File: src/hdl/abse_pkg.sv
// ----------------------------------------------------------------------------
// abse_pkg
// Shared types, shift codes and the ASCII to US-TTY Baudot lookup.
// ----------------------------------------------------------------------------
package abse_pkg;

  localparam logic [4:0] CODE_LTRS = 5'h1F;
  localparam logic [4:0] CODE_FIGS = 5'h1B;

  // Buffered input word: one character byte or an idle event.
  typedef struct packed {
    logic [7:0] char_byte;
    logic       idle_tick;
  } abse_item_t;

  // Lookup result: hit, which row it came from, and the 5-bit code.
  typedef struct packed {
    logic       hit;
    logic       figs;
    logic [4:0] code;
  } abse_lookup_t;

  // CR, LF and space appear only in the letters row, so they land in letters.
  function automatic abse_lookup_t abse_lookup(input logic [7:0] ch);
    logic [7:0]   up;
    abse_lookup_t r;
    up = ch;
    if (ch >= 8'h61 && ch <= 8'h7A) begin
      up = ch - 8'h20;
    end
    r.hit  = 1'b1;
    r.figs = 1'b0;
    r.code = 5'd0;
    unique case (up)
      // letters row
      8'h45: r.code = 5'd1;   // E
      8'h0A: r.code = 5'd2;   // LF
      8'h41: r.code = 5'd3;   // A
      8'h20: r.code = 5'd4;   // space
      8'h53: r.code = 5'd5;   // S
      8'h49: r.code = 5'd6;   // I
      8'h55: r.code = 5'd7;   // U
      8'h0D: r.code = 5'd8;   // CR
      8'h44: r.code = 5'd9;   // D
      8'h52: r.code = 5'd10;  // R
      8'h4A: r.code = 5'd11;  // J
      8'h4E: r.code = 5'd12;  // N
      8'h46: r.code = 5'd13;  // F
      8'h43: r.code = 5'd14;  // C
      8'h4B: r.code = 5'd15;  // K
      8'h54: r.code = 5'd16;  // T
      8'h5A: r.code = 5'd17;  // Z
      8'h4C: r.code = 5'd18;  // L
      8'h57: r.code = 5'd19;  // W
      8'h48: r.code = 5'd20;  // H
      8'h59: r.code = 5'd21;  // Y
      8'h50: r.code = 5'd22;  // P
      8'h51: r.code = 5'd23;  // Q
      8'h4F: r.code = 5'd24;  // O
      8'h42: r.code = 5'd25;  // B
      8'h47: r.code = 5'd26;  // G
      8'h4D: r.code = 5'd28;  // M
      8'h58: r.code = 5'd29;  // X
      8'h56: r.code = 5'd30;  // V
      // figures row
      8'h33: begin r.figs = 1'b1; r.code = 5'd1;  end  // 3
      8'h2D: begin r.figs = 1'b1; r.code = 5'd3;  end  // -
      8'h07: begin r.figs = 1'b1; r.code = 5'd5;  end  // BEL
      8'h38: begin r.figs = 1'b1; r.code = 5'd6;  end  // 8
      8'h37: begin r.figs = 1'b1; r.code = 5'd7;  end  // 7
      8'h24: begin r.figs = 1'b1; r.code = 5'd9;  end  // $
      8'h34: begin r.figs = 1'b1; r.code = 5'd10; end  // 4
      8'h27: begin r.figs = 1'b1; r.code = 5'd11; end  // apostrophe
      8'h2C: begin r.figs = 1'b1; r.code = 5'd12; end  // comma
      8'h21: begin r.figs = 1'b1; r.code = 5'd13; end  // !
      8'h3A: begin r.figs = 1'b1; r.code = 5'd14; end  // :
      8'h28: begin r.figs = 1'b1; r.code = 5'd15; end  // (
      8'h35: begin r.figs = 1'b1; r.code = 5'd16; end  // 5
      8'h22: begin r.figs = 1'b1; r.code = 5'd17; end  // double quote
      8'h29: begin r.figs = 1'b1; r.code = 5'd18; end  // )
      8'h32: begin r.figs = 1'b1; r.code = 5'd19; end  // 2
      8'h23: begin r.figs = 1'b1; r.code = 5'd20; end  // #
      8'h36: begin r.figs = 1'b1; r.code = 5'd21; end  // 6
      8'h30: begin r.figs = 1'b1; r.code = 5'd22; end  // 0
      8'h31: begin r.figs = 1'b1; r.code = 5'd23; end  // 1
      8'h39: begin r.figs = 1'b1; r.code = 5'd24; end  // 9
      8'h3F: begin r.figs = 1'b1; r.code = 5'd25; end  // ?
      8'h26: begin r.figs = 1'b1; r.code = 5'd26; end  // &
      8'h2E: begin r.figs = 1'b1; r.code = 5'd28; end  // .
      8'h2F: begin r.figs = 1'b1; r.code = 5'd29; end  // /
      8'h3B: begin r.figs = 1'b1; r.code = 5'd30; end  // ;
      default: r.hit = 1'b0;
    endcase
    return r;
  endfunction

endpackage

File: src/hdl/ascii_to_baudot_shift_encoder.sv
// Path: an accepted word passes the input register, then the output register,
// before its first code shows. Throughput: one input word per cycle when no
// shift is needed and out_ready stays high; a word that needs a shift sends
// the shift code and then the character from the output register pair.
// Reset (rst, synchronous): letters shift, input and output registers empty.
// ----------------------------------------------------------------------------
// ascii_to_baudot_shift_encoder
// ASCII to 5-bit US-TTY Baudot with letters/figures shift tracking.
// ----------------------------------------------------------------------------
module ascii_to_baudot_shift_encoder
  import abse_pkg::*;
(
  input  logic       clk,
  input  logic       rst,
  input  logic       in_valid,
  output logic       in_ready,
  input  logic [7:0] char_byte,
  input  logic       idle_tick,
  output logic       out_valid,
  input  logic       out_ready,
  output logic [4:0] baudot_code,
  output logic       last_code
);

  // Word flow:
  //   input register -> lookup + shift compare -> output register pair
  // The output side holds a head code and an optional queued character.
  // A word that needs a shift loads both; the head is LTRS or FIGS with
  // last_code low, the character follows on the next transfer.
  // Unmapped bytes leave the input register without loading anything
  // and without changing the shift state.

  abse_item_t item;
  logic       held;
  logic       take;

  abse_input_reg u_input_reg (
    .clk       (clk),
    .rst       (rst),
    .in_valid  (in_valid),
    .in_ready  (in_ready),
    .char_byte (char_byte),
    .idle_tick (idle_tick),
    .take      (take),
    .held      (held),
    .item      (item)
  );

  abse_emitter u_emitter (
    .clk         (clk),
    .rst         (rst),
    .held        (held),
    .item        (item),
    .take        (take),
    .out_valid   (out_valid),
    .out_ready   (out_ready),
    .baudot_code (baudot_code),
    .last_code   (last_code)
  );

endmodule

File: src/hdl/abse_input_reg.sv
// ----------------------------------------------------------------------------
// abse_input_reg
// Input register: holds one accepted word until the emitter takes it.
// ----------------------------------------------------------------------------
module abse_input_reg
  import abse_pkg::*;
(
  input  logic       clk,
  input  logic       rst,
  input  logic       in_valid,
  output logic       in_ready,
  input  logic [7:0] char_byte,
  input  logic       idle_tick,
  input  logic       take,
  output logic       held,
  output abse_item_t item
);

  // refill in the same cycle the held word leaves
  assign in_ready = !held || take;

  always_ff @(posedge clk) begin
    if (rst) begin
      held <= 1'b0;
    end else if (in_valid && in_ready) begin
      held <= 1'b1;
    end else if (take) begin
      held <= 1'b0;
    end
  end

  always_ff @(posedge clk) begin
    if (in_valid && in_ready) begin
      item.char_byte <= char_byte;
      item.idle_tick <= idle_tick;
    end
  end

endmodule

File: src/hdl/abse_emitter.sv
// ----------------------------------------------------------------------------
// abse_emitter
// Shift tracking and output register; queues an optional shift code
// ahead of the character code.
// ----------------------------------------------------------------------------
module abse_emitter
  import abse_pkg::*;
(
  input  logic       clk,
  input  logic       rst,
  input  logic       held,
  input  abse_item_t item,
  output logic       take,
  output logic       out_valid,
  input  logic       out_ready,
  output logic [4:0] baudot_code,
  output logic       last_code
);

  abse_lookup_t lk;
  logic         emits;
  logic         shift;
  logic         figs_after;
  logic [4:0]   char_code;
  logic         free;
  logic         load;

  logic         figures_mode;
  logic         head_valid;   // word on the output
  logic         tail_valid;   // character queued behind a shift code
  logic [4:0]   head_code;
  logic [4:0]   tail_code;

  always_comb begin
    lk = abse_lookup(item.char_byte);
    if (item.idle_tick) begin
      emits      = 1'b1;
      shift      = 1'b0;
      figs_after = 1'b0;
      char_code  = CODE_LTRS;
    end else begin
      emits      = lk.hit;
      shift      = lk.hit && (lk.figs != figures_mode);
      figs_after = lk.hit ? lk.figs : figures_mode;
      char_code  = lk.code;
    end
  end

  assign free = !head_valid || (out_ready && !tail_valid);
  // unmapped bytes drop without touching the output side
  assign take = held && (!emits || free);
  assign load = take && emits;

  assign out_valid   = head_valid;
  assign baudot_code = head_code;
  assign last_code   = !tail_valid;

  always_ff @(posedge clk) begin
    if (rst) begin
      figures_mode <= 1'b0;
      head_valid   <= 1'b0;
      tail_valid   <= 1'b0;
    end else begin
      if (take) begin
        figures_mode <= figs_after;
      end
      if (load) begin
        head_valid <= 1'b1;
        tail_valid <= shift;
      end else if (head_valid && out_ready) begin
        if (tail_valid) begin
          tail_valid <= 1'b0;
        end else begin
          head_valid <= 1'b0;
        end
      end
    end
  end

  always_ff @(posedge clk) begin
    if (load) begin
      head_code <= shift ? (figs_after ? CODE_FIGS : CODE_LTRS) : char_code;
      tail_code <= char_code;
    end else if (head_valid && out_ready && tail_valid) begin
      head_code <= tail_code;
    end
  end

`ifndef ASSERT_OFF
  a_lead_is_shift: assert property (@(posedge clk) disable iff (rst)
    out_valid && !last_code |-> baudot_code == CODE_LTRS || baudot_code == CODE_FIGS)
    else $error("non-final word is not a shift code");

  a_tail_follows: assert property (@(posedge clk) disable iff (rst)
    out_valid && out_ready && !last_code |=> out_valid && last_code)
    else $error("character did not follow its shift code");

  a_idle_unshifts: assert property (@(posedge clk) disable iff (rst)
    load && item.idle_tick |=> !figures_mode)
    else $error("idle did not select letters");

  // the idle LTRS word is itself the unshift
  a_shift_needs_load: assert property (@(posedge clk) disable iff (rst)
    !$past(rst) && figures_mode != $past(figures_mode) |->
      $past(load) && ($past(shift) || $past(item.idle_tick)))
    else $error("shift state changed without a shift code");
`endif

endmodule
File: config.mk
export PLATFORM = sky130hd
export DESIGN_NAME = ascii_to_baudot_shift_encoder
export DESIGN_NICKNAME = d
export VERILOG_FILES = /design/src/hdl/abse_pkg.sv /design/src/hdl/ascii_to_baudot_shift_encoder.sv /design/src/hdl/abse_input_reg.sv /design/src/hdl/abse_emitter.sv
export SDC_FILE = /design/constraint.sdc
export NUM_CORES = 1
export LEC_CHECK = 0
export BUFFER_PORTS_ARGS = -buffer_cell sky130_fd_sc_hd__buf_4
export CORE_MARGIN = 2
export CORE_UTILIZATION = 32
export DETAILED_ROUTE_END_ITERATION = 7
export GPL_ROUTABILITY_DRIVEN = 0
export SYNTH_ARGS = -nofsm -noshare
export SYNTH_HDL_FRONTEND = slang
export SYNTH_SLANG_ARGS = --single-unit
File: constraint.sdc
create_clock -name clk -period 4.01 [get_ports clk]
set_input_delay 1.203 -clock clk [delete_from_list [all_inputs] [get_ports clk]]
set_output_delay 1.203 -clock clk [all_outputs]
set_load 0.005 [all_outputs]
======== Word-level counts from Yosys, hierarchy flattened ========
Cells that the tools add are included.
storage, ports and cells
  bits in registers ....................... 23
  input port bits ......................... 13
  word-level logic and storage cells ...... 135
operators by class
  $add $sub $neg .......................... 1
  magnitude comparators ................... 2
  equal/unequal tests ..................... 57
  multiplexer cells ....................... 20
  reductions and logical operators ........ 47
operators by type and width
  operator                                              count
  equality test 8 x 6 -> 1 bit (second input constant)  26
  equality test 8 x 7 -> 1 bit (second input constant)  26
  one-hot mux 5 bit (29 select lines)                   1
  OR reduction 55 bit                                   1
  OR reduction 2 bit                                    26
  OR reduction 26 bit                                   1
  two-way mux 5 bit                                     4
  equality test 8 x 4 -> 1 bit (second input constant)  2
  two-way mux 1 bit                                     13
  equality test 8 x 3 -> 1 bit (second input constant)  1
  >= comparator 8 x 7 -> 1 bit (second input constant)  1
  <= comparator 8 x 7 -> 1 bit (second input constant)  1
  logical AND 1 bit                                     8
  two-way mux 8 bit                                     1
  subtractor 8 x 6 -> 8 bit (second input constant)     1
  nonzero test 2 bit                                    3
  zero test 1 bit                                       4
  logical OR 1 bit                                      3
  two-way mux 3 bit                                     1
  != test 2 x 1 -> 1 bit (second input constant)        1
  AND reduction 2 bit                                   1
  != test 1 bit                                         1

======== Depth between registers and ports, before layout ========
  depth after elaboration ................. 13
  depth in mapped cells ................... 11
  depth with buffers taken out ............ 11

======== Cells and area by module ========
A second synthesis with hierarchy kept.
unflattened totals
  cell total of the unflattened synthesis .. 263
  area total of the unflattened synthesis .. 2165.8 µm²
by module, submodules not included
  module          instances  cells each  area an instance (µm²)  sequential area each (µm²)
  abse_emitter    1          249         1840.5                  360.3
  abse_input_reg  1          14          325.3                   290.3

======== Worst setup path before layout ========
No wires, ideal clock.
  path kind ............................... flip-flop to output port
  start ................................... register, netlist name u_input_reg.item[7]
  end ..................................... output port in_ready
  arrival time ............................ 2429 ps
  data required time ...................... 2807 ps
  slack ................................... 378 ps
  cell stages (with the launch flop) ...... 9
  path buffers ............................ 0
  cell sequence ........................... edfxtp_1 inv_1 ha_1 nand3b_1 o31ai_4 nor2_2 a2111o_1 or4_4 o211ai_1
on the way
  longest elaborated chain between the ends .. 11
  elaborated cells on any way between the ends .. 67
  those cells by class .................... add/sub: 1; order compare: 2; eq/ne: 55; mux: 3; reduce/logical: 6
ends and longest elaborated chain
  element                                                                       RTL line                             RTL
  >= comparator 8 x 7 -> 1 bit or <= comparator 8 x 7 -> 1 bit (tied branches)  abse_pkg.sv:28                       if (ch >= 8'h61 && ch <= 8'h7A) begin
  logical AND 1 bit                                                             abse_pkg.sv:28
  two-way mux 8 bit *                                                           abse_pkg.sv:28
  equality test 8 x 7 -> 1 bit (tied with other cells)                          abse_pkg.sv:34                       unique case (up)
  OR reduction 55 bit (no line) *                                               --
  two-way mux 1 bit *                                                           abse_pkg.sv:34
  two-way mux 1 bit *                                                           abse_emitter.sv:36                   if (item.idle_tick) begin
  zero test 1 bit *                                                             abse_emitter.sv:51                   assign take = held && (!emits || free);
  logical OR 1 bit *                                                            abse_emitter.sv:51
  logical AND 1 bit *                                                           abse_emitter.sv:51
  logical OR 1 bit *                                                            abse_input_reg.sv:20                 assign in_ready = !held || take;
  end, declared                                                                 ascii_to_baudot_shift_encoder.sv:16  output logic in_ready,
Every way passes the cells marked *; elsewhere a longest branch is shown, timed or not.

======== Final worst setup path ========
  start ................................... register, netlist name u_input_reg.item[6]
  end ..................................... output port in_ready
on the way
  longest elaborated chain between the ends .. 11
  elaborated cells on any way between the ends .. 67
  those cells by class .................... add/sub: 1; order compare: 2; eq/ne: 55; mux: 3; reduce/logical: 6
ends and longest elaborated chain
  element                                                                       RTL line
  >= comparator 8 x 7 -> 1 bit or <= comparator 8 x 7 -> 1 bit (tied branches)  abse_pkg.sv:28
  logical AND 1 bit                                                             abse_pkg.sv:28
  two-way mux 8 bit *                                                           abse_pkg.sv:28
  equality test 8 x 7 -> 1 bit (tied with other cells)                          abse_pkg.sv:34
  OR reduction 55 bit (no line) *                                               --
  two-way mux 1 bit *                                                           abse_pkg.sv:34
  two-way mux 1 bit *                                                           abse_emitter.sv:36
  zero test 1 bit *                                                             abse_emitter.sv:51
  logical OR 1 bit *                                                            abse_emitter.sv:51
  logical AND 1 bit *                                                           abse_emitter.sv:51
  logical OR 1 bit *                                                            abse_input_reg.sv:20
Marks and branches as above.

==> flow_metrics.tcl <==
set metrics [dict create \
    status "complete, no violations" \
    clkTransAtPathRegs_ns 0.09 \
    synth_area_leader_cell "edfxtp_1" \
    die_area_um2 7180 \
    instances_no_fill 363 \
    io_buffers 20 \
    vias 2160 \
    ys_seq_area_frac 0.312 \
    synth_top_cell_area_share 0.274 \
    syn_to_final_growth_pct 22.1 \
    synth_area_leaders "edfxtp_1 27%, nor2_1 4.5%, nand2_1 4.3%" \
    antenna_found_initial 0 \
    setup_viol 0 \
    ios 21 \
    synthArstFlopShare 0 \
    holdWs_ns 0.533 \
    yosysUniqueCellTypes 64 \
    die_x_um 84.7 \
    finalSetupTns_ns 0 \
    rr_worst_depth 11 \
    grt_pass1_vias 2112 \
    grt_max_degree 26 \
    pre_cts_ws_ns 0.216 \
    drc 0 \
    leakage_nw 0.925 \
    clock_skew_ns 0.00240 \
    setup.worst_path.start "u_input_reg.item[6]" \
    whs_path_depth 2 \
    cts_tree "yes" \
    peakVddDrop_v 0.000166 \
    synth_edf_count 19 \
    holdCritStartpoint "u_emitter.figures_mode" \
    synth_cells 253 \
    drt_iter0_drc 302 \
    fin_nets 301 \
    dr.pass1.iters 5 \
    clock_sinks 23 \
    wire_per_inst_um 16.8 \
    cp-start-kind "flop" \
    synth_nets 267 \
    cts_buffer_depth 2 \
    drv_cap 0 \
    routed_wl_um 6090 \
    worst_pin_slew_ns 0.630 \
    p_per_area_nw_per_um2 241 \
    dp_hpwl_um 4460 \
    required_ns 2.81 \
    reg2reg_from "u_input_reg.item[6]" \
    synth-seq-cells 23 \
    placedCellCount 353 \
    slew_headroom 0.579 \
    fillers 641 \
    clockRootBuffer "clkbuf_8" \
    drive_gt1_frac 0.290 \
    cp_max_fo 3 \
    hold_path.class "flop to flop" \
    hold_violations 0 \
    insertion_delay_ns 0.27 \
    final-seq-area_um2 651 \
    rrSetupSlack_ns 0.86 \
    die_y_um 84.7 \
    fin_ws_ns 0.0821 \
    path_class "flop to output port" \
    yosysWarnings 0 \
    rows 29 \
    cts_buffers 3 \
    multi_input_area_um2 1350 \
    grt_pass1_wl_um 9990 \
    cp.arrival_ns 2.72 \
    fmax_mhz 255 \
    endpoint_kind "output port" \
    synthFlopType "edfxtp_1" \
    fin_crit_ns 3.93 \
    grt-ovfl-total 0 \
    track_usage 0.171 \
    final.period_utilization 0.980 \
    final_max_slew_viol_count 0 \
    ant_nets 0 \
    vias_per_cell 5.95 \
    hold_end "u_emitter.figures_mode" \
    syn_area_um2 2090 \
    core-area_um2 6310 \
    rsz0062_at_grt "yes" \
    antenna_cells 0 \
    r2r-end "u_input_reg.item[6]" \
    syn_avg_cell_area_um2 8.24 \
    initial_core_util 0.330 \
    htree_levels 1 \
]
worst max-delay path by stage:
stage | to | slack, ns | depth (start not counted)
floorplan | in_ready | 0.38 | 8
global placement | in_ready | 0.23 | 10
detailed placement | in_ready | 0.22 | 10
CTS | in_ready | 0.02 | 9
global route | in_ready | -0.07 | 10
finish | in_ready | 0.08 | 10
stage by stage:
step / instance area, µm² / power (W) / utilization
3_5_place_dp: 2400 / 0.000454 / 0.380
3_3_place_gp: 2400 / 0.000452 / 0.380
4_1_cts: 2480 / 0.000607 / 0.393
6_report: 2550 / 0.000614 / 0.403
5_1_grt: 2550 / 0.000644 / 0.403
2_1_floorplan: 2090 / 0.000398 / -
sequential cells by signal (all words and copies together), names as in the netlist:
register                flops
u_emitter.tail_code         5
u_input_reg.held            1
u_input_reg.item            9
u_emitter.baudot_code       5
u_emitter.tail_valid        1
u_emitter.out_valid         1
u_emitter.figures_mode      1
metal layers:
metal / wire, µm / vias up / global-route usage / part of all wire
met5: 0 / - / 0 / 0
met4: 161 / 0 / 0.0606 / 0.026
met3: 434 / 24 / 0.0295 / 0.071
met2: 2900 / 118 / 0.282 / 0.48
met1: 2590 / 997 / 0.224 / 0.43
li1: - / 1021 / - / -
layout make-up:
| type | count | share of cell area |
|---|---|---|
| clock buffer | 3 | 0.0162 |
| clock inverter | 1 | 0.00197 |
| inverter | 13 | 0.0201 |
| multi-input combinational | 200 | 0.530 |
| sequential | 23 | 0.256 |
| tap | 77 | 0.0378 |
| timing repair buffer | 46 | 0.139 |
cell usage after synthesis, types with 5 or more instances:
library cell   n
inv_1          9
edfxtp_1      19
a211oi_1       5
a21oi_1       12
nand3_1       10
clkbuf_1       8
o211ai_1       5
and2_1         5
nand2_1       24
nand3b_1       6
o21ai_0       11
nor3_1        11
nand2b_1      12
buf_2          7
nor4_1         5
mux2_4         5
nor2_1        25
or3b_2         5
report_power, final:
group,switching [W],internal (W),total (W),leakage [nW]
combinational,0.0000983,0.0000782,0.000176,0.687
clock,0.0000820,0.0000697,0.000152,0.0255
sequential,0.0000118,0.000274,0.000286,0.212
total,0.000192,0.000422,0.000614,0.925
cell usage in the layout (no fill, tap or decap), types with 3 or more instances in the layout:
cell / instances
a21oi_1: 12
buf_4: 44
o32ai_1: 3
inv_1: 7
o22ai_1: 4
xnor2_1: 3
nor4_1: 5
clkbuf_8: 3
nand2_1: 23
nand3_1: 10
nor3_1: 10
a311oi_1: 3
nand3b_1: 6
inv_2: 4
mux2_4: 5
nor2_1: 24
nand2b_1: 11
o211ai_1: 5
a2111oi_0: 3
nand4_1: 3
or3b_2: 4
a211oi_1: 5
o21ai_0: 11
dfxtp_1: 4
edfxtp_1: 19
and2_1: 5
logic make-up (layout without fill, tap and decap cells):
family,after synthesis,count (layout),share of synthesized area
XOR/XNOR,3,3,0.0126
multiplexers,7,7,0.0456
flip-flops,23,23,0.312
adder cells (fa/ha/maj),1,1,0.00600
AO/OA/AOI/OAI,68,68,0.244
buffers and inverters,30,63,0.0630
AND/OR/NAND/NOR,121,121,0.317
critical path, cell delays in order (launching register included):
cell      delay [ns]
edfxtp_1        0.41
inv_2           0.08
ha_1            0.24
nand3b_1        0.16
nor2_1          0.07
o21a_1          0.20
nand2b_1        0.16
a2111o_1        0.34
or4_4           0.43
o211ai_1        0.22
buf_4           0.15
what timing repair did:
item | CTS | global route
gates resized for setup | 4 | 10
buffers inserted | 2 | 4
hold buffers | 0 | 0
setup endpoints to repair | 1 | 1
pin swaps | 1 | 4
(Power assumes the default switching activity.)
